--- src/rtl/sbeu_pkg.sv ---
// Shared constants, opcodes, status codes and state type for the stack bytecode execute unit.
// Depends on nothing; sbeu_if, sbeu_divider and the top level import it.
`timescale 1ns / 1ps

package sbeu_pkg;

   localparam int STACK_DEPTH  = 256;
   localparam int GLOBAL_SLOTS = 256;
   localparam int SP_W         = $clog2(STACK_DEPTH);
   localparam int CNT_W        = $clog2(STACK_DEPTH + 1);
   localparam int GI_W         = $clog2(GLOBAL_SLOTS);
   localparam int DATA_W       = 32;
   localparam int PC_W         = 16;
   localparam int OP_W         = 5;

   localparam logic [OP_W-1:0] OP_CONST   = 5'd0;
   localparam logic [OP_W-1:0] OP_ADD     = 5'd1;
   localparam logic [OP_W-1:0] OP_SUB     = 5'd2;
   localparam logic [OP_W-1:0] OP_MUL     = 5'd3;
   localparam logic [OP_W-1:0] OP_DIV     = 5'd4;
   localparam logic [OP_W-1:0] OP_EQ      = 5'd5;
   localparam logic [OP_W-1:0] OP_GT      = 5'd6;
   localparam logic [OP_W-1:0] OP_LT      = 5'd7;
   localparam logic [OP_W-1:0] OP_EMIT    = 5'd8;
   localparam logic [OP_W-1:0] OP_READ    = 5'd9;
   localparam logic [OP_W-1:0] OP_DEFGLOB = 5'd10;
   localparam logic [OP_W-1:0] OP_GETGLOB = 5'd11;
   localparam logic [OP_W-1:0] OP_SETGLOB = 5'd12;
   localparam logic [OP_W-1:0] OP_POP     = 5'd13;
   localparam logic [OP_W-1:0] OP_JUMP    = 5'd14;
   localparam logic [OP_W-1:0] OP_JFALSE  = 5'd15;
   localparam logic [OP_W-1:0] OP_LOOP    = 5'd16;
   localparam logic [OP_W-1:0] OP_EXIT    = 5'd17;
   localparam logic [OP_W-1:0] OP_START   = 5'd18;

   typedef enum logic [2:0] {
      ST_RUN      = 3'd0,
      ST_RET      = 3'd1,
      ST_UNDER    = 3'd2,
      ST_OVER     = 3'd3,
      ST_DIVZ     = 3'd4,
      ST_UNDEF_RD = 3'd5,
      ST_UNDEF_WR = 3'd6,
      ST_HALTED   = 3'd7
   } status_type;

   typedef enum logic [1:0] {
      S_IDLE,
      S_EXEC,
      S_DIV
   } state_type;

endpackage

--- src/rtl/sbeu_divider.sv ---
// Iterative signed divider, one quotient bit per cycle, truncating toward zero.
// Depends on sbeu_pkg for the data width.
`timescale 1ns / 1ps

module sbeu_divider import sbeu_pkg::*; (
   input  logic              clock,
   input  logic              reset,
   input  logic              start,
   input  logic [DATA_W-1:0] dividend,
   input  logic [DATA_W-1:0] divisor,
   output logic              done,
   output logic [DATA_W-1:0] quotient
);

   localparam int STEP_W = $clog2(DATA_W + 1);

   logic              busy_ff, busy_in;
   logic              done_ff, done_in;
   logic [STEP_W-1:0] step_ff, step_in;
   logic [DATA_W:0]   rem_ff, rem_in;
   logic [DATA_W-1:0] quo_ff, quo_in;
   logic [DATA_W-1:0] dvs_ff, dvs_in;
   logic              neg_ff, neg_in;
   logic [DATA_W:0]   rem_shift;

   always_comb begin
      busy_in   = busy_ff;
      done_in   = done_ff;
      step_in   = step_ff;
      rem_in    = rem_ff;
      quo_in    = quo_ff;
      dvs_in    = dvs_ff;
      neg_in    = neg_ff;
      rem_shift = {rem_ff[DATA_W-1:0], quo_ff[DATA_W-1]};
      if (start) begin
         // Work on magnitudes; the most negative value still fits unsigned.
         busy_in = 1'b1;
         done_in = 1'b0;
         step_in = '0;
         rem_in  = '0;
         quo_in  = dividend[DATA_W-1] ? (~dividend + 1'b1) : dividend;
         dvs_in  = divisor[DATA_W-1] ? (~divisor + 1'b1) : divisor;
         neg_in  = dividend[DATA_W-1] ^ divisor[DATA_W-1];
      end else if (busy_ff) begin
         if (rem_shift >= {1'b0, dvs_ff}) begin
            rem_in = rem_shift - {1'b0, dvs_ff};
            quo_in = {quo_ff[DATA_W-2:0], 1'b1};
         end else begin
            rem_in = rem_shift;
            quo_in = {quo_ff[DATA_W-2:0], 1'b0};
         end
         step_in = step_ff + 1'b1;
         if (step_ff == STEP_W'(DATA_W - 1)) begin
            busy_in = 1'b0;
            done_in = 1'b1;
         end
      end
   end

   always_ff @(posedge clock) begin
      if (reset) begin
         busy_ff <= 1'b0;
         done_ff <= 1'b0;
      end else begin
         busy_ff <= busy_in;
         done_ff <= done_in;
      end
      step_ff <= step_in;
      rem_ff  <= rem_in;
      quo_ff  <= quo_in;
      dvs_ff  <= dvs_in;
      neg_ff  <= neg_in;
   end

   assign done     = done_ff;
   assign quotient = neg_ff ? (~quo_ff + 1'b1) : quo_ff;

endmodule

--- config.mk ---
export PLATFORM = sky130hd
export DESIGN_NAME = sbeu_divider
export DESIGN_NICKNAME = d
export VERILOG_FILES = /design/src/rtl/sbeu_pkg.sv /design/src/rtl/sbeu_divider.sv
export SDC_FILE = /design/constraint.sdc
export NUM_CORES = 1
export LEC_CHECK = 0
export BUFFER_PORTS_ARGS = -buffer_cell sky130_fd_sc_hd__buf_4
export CORE_ASPECT_RATIO = 0.9
export CORE_MARGIN = 2
export CORE_UTILIZATION = 35
export CTS_BUF_LIST = sky130_fd_sc_hd__clkbuf_16
export DETAILED_ROUTE_END_ITERATION = 10
export PLACE_DENSITY_LB_ADDON = 0.05
export RECOVER_POWER = 100
export SLEW_MARGIN = 20
export SYNTH_ARGS = -nofsm -noshare
export SYNTH_HDL_FRONTEND = slang
export SYNTH_SLANG_ARGS = --single-unit
--- constraint.sdc ---
create_clock -name clock -period 3 [get_ports clock]
set_input_delay 0.15 -clock clock [delete_from_list [all_inputs] [get_ports clock]]
set_output_delay 0.15 -clock clock [all_outputs]
set_load 0.05 [all_outputs]
==> key figures, run 1 <==
Critical path
  – CP Data Required Time: 2.85 ns
  – Arrival @ worst endpoint: 3.17 ns
  – Reg-to-reg startpoint: dvs_ff[4]
  – CP top delay family: simple AND/OR/NAND/NOR gates
  – Master of the slowest instance on the critical path: or4b_4
  – WP buf/inv: 4
  – Critical Path Max Stage Delay: 0.47 ns
  – Crit. End Element: output port
  – Crit path from: quo_ff[7]
  – Startpoint types: flop
  – CP Max Fanout: 2
  – WS Path Type: reg -> out
  – Cell chain of the critical path: nor4_2 > buf_4 > or4b_4 > or4_4 > nand2b_4 > nand2b_4 > buf_6 > o41ai_4 > buf_4 > xnor2_2 > buf_6

Timing
  – Slew at the pin closest to its max-slew limit: 2.21 ns
  – Tmin final: 3.32 ns
  – Worst clock skew: 0.00815 ns
  – Worst slew margin: -0.474
  – Crit share post-route: 1.11
  – Final slew viol count: 42
  – # setup viols final: 11
  – Final Hold Vio Count: 0
  – Fmax achieved: 301 MHz
  – RSZ-0062 raised after global routing: yes
  – Hold_ws: 0.0828 ns
  – Final setup margin: -0.317 ns

Placement
  – Global placement routability congestion: 0.878
  – Cells after DPL: 1377
  – DP HPWL: 16900 microns
  – Placed cell areas: 9710 sq um
  – I/O Buffers: 99
  – Pre-CTS WS: -0.204 ns

Synth
  – Synth Flop Type: edfxtp_1
  – Top cell type's share of synthesized area: 0.246
  – FF+latch count, synth: 105
  – Number of synthesized flops with an enable pin: 65
  – Yosys warns: 0
  – Mapped Cells: 928
  – Synth cell count leaders: nor2_1, xnor2_1, o21ai_0, a21oi_1, edfxtp_1
  – Syn_nets: 1032
  – Seq/Total Area, Yosys: 0.346
  – Count of different cell masters after synthesis: 64
  – Synth area leader: edfxtp_1
  – Syn Std Cell Area: 7950 sq um
  – Avg Inst Size Synth: 8.56 sq um
  – Top cells by area, synth: edfxtp_1, dfxtp_1, xnor2_1, ha_1, o21ai_0
  – Top-count cell post-synth: nor2_1
  – FFs w/ async S/R, synth: 0

Route
  – Iter 0 DRT Violations: 496
  – Total Wirelength: 22600 microns
  – Post-route DRC: 0
  – Pre-Repair DR Iteration Count: 4
  – Vias/cell: 5.30
  – Via count: 7446
  – Avg WL per Cell: 16.1 microns
  – ANT nets after route: 0

Finish
  – Final Cell Area: 10300 sq um
  – # diodes: 0
  – Synth-to-Final Area Change: 29.8%
  – # fillers: 2262
  – Layout Cells excl Fill: 1406
  – Layout cells sized above 1: 0.243
  – Nets: 1208

Run status
  – Failing checks: capacitance limit, slew limit, setup timing
  – Run status: finished, violations left

Die
  – Die extent in y: 147 microns
  – Initial core utilization: 0.355
  – Placeable Area: 22400 sq um
  – IO Count: 100
  – Die area: 23900 sq um
  – Std-Cell Rows: 52
  – Die span in x: 163 microns

GRT
  – Largest net degree at the start of global routing: 87
  – Number of global-route vias before repair: 6862
  – Antenna violations before repair: 0
  – Overall Global Routing Usage: 0.190
  – Total congestion overflow: 0
  – First-pass GRT wire length: 36400 microns

Clock tree
  – H-tree depth: 3
  – Total CTS buffers: 9
  – CTS tree: built
  – Root buffer cell: clkbuf_16
  – Longest Clk Path Bufs: 2
  – Clock net sink count: 105
  – CTS clk-pin slew, worst paths: 0.08 ns
  – Clk_lat worst skew: 0.35 ns

Power and ir drop
  – Leakage: 0.00412 uW
  – PD cells: 476 nW/um^2
  – Peak VDD IR: 0.000318 V

Min path
  – Tightest Hold Check Type: in -> reg
  – Min-delay src: divisor[25]

Run
  – Maxcap violations: 1
[metal layers]
layer / global-route usage / wire [microns] / part of all wire
met5: 0 / 0 / 0
met2: 0.284 / 9860 / 0.44
met3: 0.0271 / 856 / 0.038
met1: 0.290 / 11700 / 0.52
met4: 0.0381 / 203 / 0.0090
[cells in the final DEF, fill, tap and decap left out, drive strengths merged, types with 14 or more instances in the layout]
| cell | count |
|---|---|
| xnor2 | 81 |
| o31ai | 33 |
| nor2 | 83 |
| nand3 | 32 |
| dfxtp | 40 |
| edfxtp | 65 |
| ha | 36 |
| o21ai | 72 |
| or3 | 25 |
| a21oi | 70 |
| nor3 | 21 |
| a311oi | 24 |
| inv | 54 |
| nand2b | 14 |
| buf | 188 |
| clkbuf | 33 |
| or4 | 14 |
| nand2 | 58 |
| xor2 | 37 |
[kinds of logic after synthesis]
logic type | count (synthesis) | share of synthesized area
AOI/OAI and AO/OA | 272 | 0.226
buffers and inverters | 99 | 0.0472
xor gates and xnor gates | 118 | 0.130
and+or+nand+nor | 294 | 0.188
muxes | 3 | 0.00378
adders and majority gates | 37 | 0.0592
DFF | 105 | 0.346
[power breakdown]
group,switching [uW],internal [uW],total [uW]
Sequential,117,1690,1810
Clock,587,651,1240
Combinational,1100,762,1870
Total,1810,3100,4910
[sequential cells by signal (all words and copies together), names as in the netlist]
name / count
busy_ff: 1
done: 1
dvs_ff: 32
neg_ff: 1
quo_ff: 32
rem_ff: 32
step_ff: 6
[layout make-up]
| cell class | count | area, sq um | area share |
|---|---|---|---|
| well taps | 297 | 372 | 0.0360 |
| multi-input cells | 724 | 5110 | 0.495 |
| clock inverters | 7 | 70.1 | 0.00679 |
| flip-flops and latches | 105 | 2750 | 0.267 |
| inverters | 51 | 191 | 0.0186 |
| repair buffers | 213 | 1590 | 0.154 |
| clock buffers | 9 | 225 | 0.0218 |
[what timing repair did]
action                                  4_1_cts  5_1_grt
hold endpoints to repair                      2        0
pin swaps                                     9       22
cloned                                        0        0
gates resized for setup                      26       34
buffers inserted                              1       11
hold buffers                                  1        0
endpoints found under the setup margin       19       50
[worst register-to-register path, cell delays in order (launching register included)]
cell and delay, ns:
edfxtp_1 0.36, inv_1 0.10, ha_4 0.20, a21o_1 0.19
a211o_1 0.28, o211ai_1 0.33, and3_1 0.25, a21oi_1 0.08
buf_4 0.15, o21bai_2 0.27, buf_12 0.23, nand3_1 0.10
a311oi_1 0.29
[stage by stage]
stage	setup TNS, ns	util	total power [uW]
after global placement	-0.754	0.434	3640
after floorplan	-0.0929	-	2990
final	-1.89	0.461	4910
after CTS	-1.98	0.454	4930
after detailed placement	-1.06	0.434	3640
after global routing	-14.52	0.461	5200
[path summary, 6_finish.rpt]
kind | endpoint | slack (ns) | cells after the start
setup / recovery | quotient[26] | -0.32 | 11
hold / removal | dvs_ff[25] | 0.08 | 2
setup reg to reg | rem_ff[17] | 0.04 | 12
hold reg to reg | rem_ff[31] | 0.49 | 2
No activity file was read; power rests on OpenSTA's default activity.
==> run 2: changes to the inputs <==
==> constraint.sdc (replaced) <==
create_clock -name clock -period 3 [get_ports clock]
set_input_delay 0.3 -clock clock [delete_from_list [all_inputs] [get_ports clock]]
set_output_delay 0.3 -clock clock [all_outputs]
set_load 0.05 [all_outputs]
==> run 2 against run 1 <==
Effect of this change:
- the run still ends with capacitance limit, slew limit, setup timing left
- final cell count grew 1.1%
- setup slack got worse by 0.18 ns
- critical path type unchanged
- die area stayed put
- critical path depth fell by 2
- fmax shrank 5.0%
- wire length grew 1.5%
- sequential share of layout area is 0.41 points lower
==> key figures, run 2 (synthesis results as in run 1) <==
Timing
  – Tmin final: 3.49 ns
  – Fmax achieved: 286 MHz
  – Worst clock skew: 0.0104 ns
  – Final slew viol count: 34
  – RSZ-0062 raised after global routing: yes
  – # setup viols final: 14
  – Crit share post-route: 1.16
  – Final setup margin: -0.493 ns
  – Setup TNS: -3.00 ns
  – Slew at the pin closest to its max-slew limit: 1.59 ns
  – Worst slew margin: -0.0628
  – Final Hold Vio Count: 0

Clock tree
  – Total CTS buffers: 9
  – H-tree depth: 3
  – Clk_lat worst skew: 0.36 ns
  – Clock net sink count: 105
  – CTS tree: built
  – Hold-fix buffers, CTS: 0
  – Root buffer cell: clkbuf_16
  – CTS clk-pin slew, worst paths: 0.07 ns
  – Longest Clk Path Bufs: 2

Finish
  – FF+latch area: 2750 sq um
  – Layout cells sized above 1: 0.255
  – # diodes: 0
  – Nets: 1223
  – Synth-to-Final Area Change: 31.8%
  – Footprint of the multi-input gates: 5160 sq um
  – # fillers: 2274
  – Largest regs: dvs_ff: 32 flops, quo_ff: 32 flops, rem_ff: 32 flops
  – Commonest non-fill, non-tap cell in the layout: buf_4
  – Most frequent cells in the layout: buf_4, nor2_1, xnor2_1

Die
  – Die area: 23900 sq um
  – Placeable Area: 22400 sq um
  – IO Count: 100
  – Initial core utilization: 0.355
  – Die span in x: 163 microns
  – Std-Cell Rows: 52
  – Die extent in y: 147 microns

Critical path
  – CP Data Required Time: 2.70 ns
  – Startpoint types: flop
  – Arrival @ worst endpoint: 3.19 ns
  – CP Max Fanout: 2
  – Crit. End Element: output port
  – WS Path Type: reg -> out

GRT
  – Largest net degree at the start of global routing: 59
  – GR Layer Usage met3: 0.0246
  – GRT busiest layer: met1
  – Overall Global Routing Usage: 0.195
  – Antenna violations before repair: 0
  – Total congestion overflow: 0
  – Grt met1 use: 0.299
  – First-pass GRT wire length: 37600 microns
  – Number of global-route vias before repair: 7125
  – M2 GR Usage: 0.289

Route
  – Via count: 7412
  – Pre-Repair DR Iteration Count: 5
  – Post-route DRC: 0
  – Avg WL per Cell: 16.2 microns
  – Iter 0 DRT Violations: 485
  – Total Wirelength: 23000 microns
  – ANT nets after route: 0
  – Vias/cell: 5.22

Min path
  – Tightest Hold Check Type: in -> reg

Placement
  – DP HPWL: 17500 microns
  – Global placement routability congestion: 0.863
  – I/O Buffers: 99
  – Pre-CTS WS: -0.224 ns

Power and ir drop
  – Peak VDD IR: 0.000219 V
  – Total power: 5020 uW
  – PD cells: 479 nW/um^2
  – Leakage: 0.00420 uW

Run status
  – Failing checks: capacitance limit, slew limit, setup timing
  – Run status: finished, violations left

Run
  – Maxcap violations: 1
-- run 2: what timing repair did --
item	in CTS	in global routing
buffers inserted	5	6
pin swaps	7	18
cloned	0	1
endpoints found under the setup margin	30	51
gates resized for setup	28	35
-- run 2: critical path, stage by stage, from the launching register on --
cell and delay [ns]:
edfxtp_1 0.41, or3_4 0.41, or4b_4 0.51, or4_4 0.45
nand2b_4 0.16, nand2b_4 0.14, or2_4 0.26, o21ai_4 0.18
xnor2_4 0.13, buf_6 0.17
-- run 2: path summary, 6_finish.rpt --
kind	slack, ns	startpoint	depth (start not counted)	endpoint
max reg2reg	0.06	dvs_ff[4]	11	quo_ff[0]
max	-0.49	quo_ff[5]	9	quotient[30]
min	0.10	reset	2	busy_ff
min reg2reg	0.48	rem_ff[31]	2	rem_ff[31]
-- run 2: per-stage QoR --
step | utilization | hold slack, ns | std cells | instance area (sq um)
finish | 0.468 | 0.102 | 1421 | 10500
global route | 0.468 | 0.0971 | 1421 | 10500
CTS | 0.465 | 0.0842 | 1416 | 10400
detailed placement | 0.444 | 0.468 | 1396 | 9930
global placement | 0.444 | 0.470 | 1396 | 9930
floorplan | - | 0.369 | 928 | 8070
-- run 2: final cells by class --
class | count | share of cell area
flip-flops and latches | 105 | 0.263
inverters | 51 | 0.0183
repair buffers | 228 | 0.161
clock inverters | 7 | 0.00896
multi-input cells | 724 | 0.492
clock buffers | 9 | 0.0215
well taps | 297 | 0.0355
-- run 2: layer usage --
metal | part of all wire | wire [microns]
met1 | 0.53 | 12200
met4 | 0.013 | 292
met2 | 0.43 | 9830
met3 | 0.028 | 635
met5 | 0 | 0
-- run 2: report_power, final --
group          total [uW]  leakage [uW]  internal, uW  switching, uW
clock                1310      0.000163           734            571
sequential           1800      0.000966          1690            111
combinational        1910       0.00307           782           1130
total                5020       0.00420          3210           1810
==> run 3: changes to the inputs <==
--- a/config.mk
+++ b/config.mk
@@ -6,6 +6,7 @@
 export NUM_CORES = 1
 export LEC_CHECK = 0
 export BUFFER_PORTS_ARGS = -buffer_cell sky130_fd_sc_hd__buf_4
+export CAP_MARGIN = 30
 export CORE_ASPECT_RATIO = 0.9
 export CORE_MARGIN = 2
 export CORE_UTILIZATION = 35
==> constraint.sdc (replaced) <==
create_clock -name clock -period 3 [get_ports clock]
set_input_delay 0.3 -clock clock [delete_from_list [all_inputs] [get_ports clock]]
set_output_delay 0.3 -clock clock [all_outputs]
set_load 0.005 [all_outputs]
==> run 3 against run 2 <==
Effect of this change:
- the run still ends with capacitance limit, slew limit, setup timing left
- global-route usage decreased by 0.42 points
- sequential power about the same
- worst hold slack got worse by 0.0098 ns
- clock power decreased by 8%
- setup slack better by 0.16 ns
- combinational power fell by 20%
- largest power group is now registers
==> key figures, run 3 (synthesis results as in run 1) <==
Run status
  – Run status: finished, violations left
  – Failing checks: capacitance limit, slew limit, setup timing

GRT
  – Number of global-route vias before repair: 6921
  – Largest net degree at the start of global routing: 109
  – Total congestion overflow: 0
  – Antenna violations before repair: 0
  – Overall Global Routing Usage: 0.191
  – First-pass GRT wire length: 36400 microns

Finish
  – # fillers: 2265
  – Synth-to-Final Area Change: 28.5%
  – Layout Cells excl Fill: 1406
  – Most frequent cells in the layout: buf_4, nor2_1, xnor2_1
  – # diodes: 0
  – Commonest non-fill, non-tap cell in the layout: buf_4
  – Largest regs: dvs_ff: 32 flops, quo_ff: 32 flops, rem_ff: 32 flops
  – Layout cells sized above 1: 0.234
  – Nets: 1208

Critical path
  – Arrival @ worst endpoint: 3.03 ns
  – Startpoint types: flop
  – CP Max Fanout: 3
  – Crit. End Element: output port
  – CP Data Required Time: 2.70 ns
  – WS Path Type: reg -> out

Power and ir drop
  – Peak VDD IR: 0.000252 V
  – Leakage: 0.00405 uW
  – PD cells: 444 nW/um^2
  – Total power: 4530 uW

Die
  – Die span in x: 163 microns
  – Initial core utilization: 0.355
  – Die area: 23900 sq um
  – Placeable Area: 22400 sq um
  – IO Count: 100
  – Die extent in y: 147 microns
  – Std-Cell Rows: 52

Min path
  – Tightest Hold Check Type: in -> reg

Route
  – Pre-Repair DR Iteration Count: 5
  – Post-route DRC: 0
  – Avg WL per Cell: 16.2 microns
  – Vias/cell: 5.27
  – ANT nets after route: 0
  – Iter 0 DRT Violations: 481
  – Total Wirelength: 22800 microns
  – Via count: 7403

Timing
  – RSZ-0062 raised after global routing: yes
  – Fmax achieved: 300 MHz
  – # setup viols final: 17
  – Setup TNS: -2.66 ns
  – Tmin final: 3.33 ns
  – Worst slew margin: -0.0322
  – Worst clock skew: 0.00743 ns
  – Crit share post-route: 1.11
  – Final slew viol count: 34
  – Slew at the pin closest to its max-slew limit: 1.55 ns
  – Final setup margin: -0.335 ns
  – Final Hold Vio Count: 0

Clock tree
  – H-tree depth: 3
  – Longest Clk Path Bufs: 2
  – Total CTS buffers: 9
  – Clk_lat worst skew: 0.36 ns
  – CTS tree: built
  – Root buffer cell: clkbuf_16
  – Clock net sink count: 105
  – CTS clk-pin slew, worst paths: 0.07 ns

Placement
  – Cells after DPL: 1381
  – I/O Buffers: 99
  – Global placement routability congestion: 0.875
  – Pre-CTS WS: -0.255 ns
  – DP HPWL: 16900 microns

Run
  – Maxcap violations: 1
run 3: report_power, final:
group	switching, uW	leakage (uW)	internal [uW]
clock network	558	0.000146	641
registers	111	0.000966	1690
logic	783	0.00294	750
total	1450	0.00405	3080
run 3: final timing paths:
check                           startpoint            to  slack [ns]  cells after the start
worst max register to register   dvs_ff[0]    rem_ff[28]       -0.03                     12
worst min register to register  rem_ff[31]    rem_ff[31]        0.49                      2
worst min-delay path                 reset       busy_ff        0.09                      2
worst max-delay path            quo_ff[10]  quotient[28]       -0.33                     10
run 3: repair_timing:
action	in CTS	in global routing
endpoints found under the setup margin	26	50
gates resized for setup	27	38
gates cloned	0	1
setup buffers	3	5
hold buffers	0	0
pin swaps	8	24
run 3: per-stage QoR:
stage	hold slack, ns	util	cell area (sq um)
finish	0.0924	0.456	10200
global route	0.0846	0.456	10200
CTS	0.0706	0.453	10100
detailed placement	0.465	0.433	9700
global placement	0.467	0.433	9700
floorplan	0.369	-	7950
run 3: per-layer routing:
metal  vias up  GRT usage  wire [microns]
li1       3778          -               -
met1      3471      0.290           11900
met2       140      0.285            9830
met3        14     0.0257             858
met4         0     0.0460             238
met5         -          0               0
run 3: worst max-delay path, stage by stage (launching register included):
cell      delay (ns)
edfxtp_1        0.38
nor4_1          0.28
buf_4           0.16
or4b_4          0.47
or4_4           0.45
nand2b_4        0.16
nand2b_4        0.14
or2_4           0.27
o21ai_2         0.12
xnor2_1         0.12
buf_4           0.13
run 3: area by class of cell:
class,count,area [sq um],share of cell area
Multi-Input combinational cell,724,5060,0.495
Sequential cell,105,2750,0.269
Timing Repair Buffer,213,1550,0.152
Tap cell,297,372,0.0364
Clock buffer,9,225,0.0220
Inverter,51,191,0.0187
Clock inverter,7,62.6,0.00612
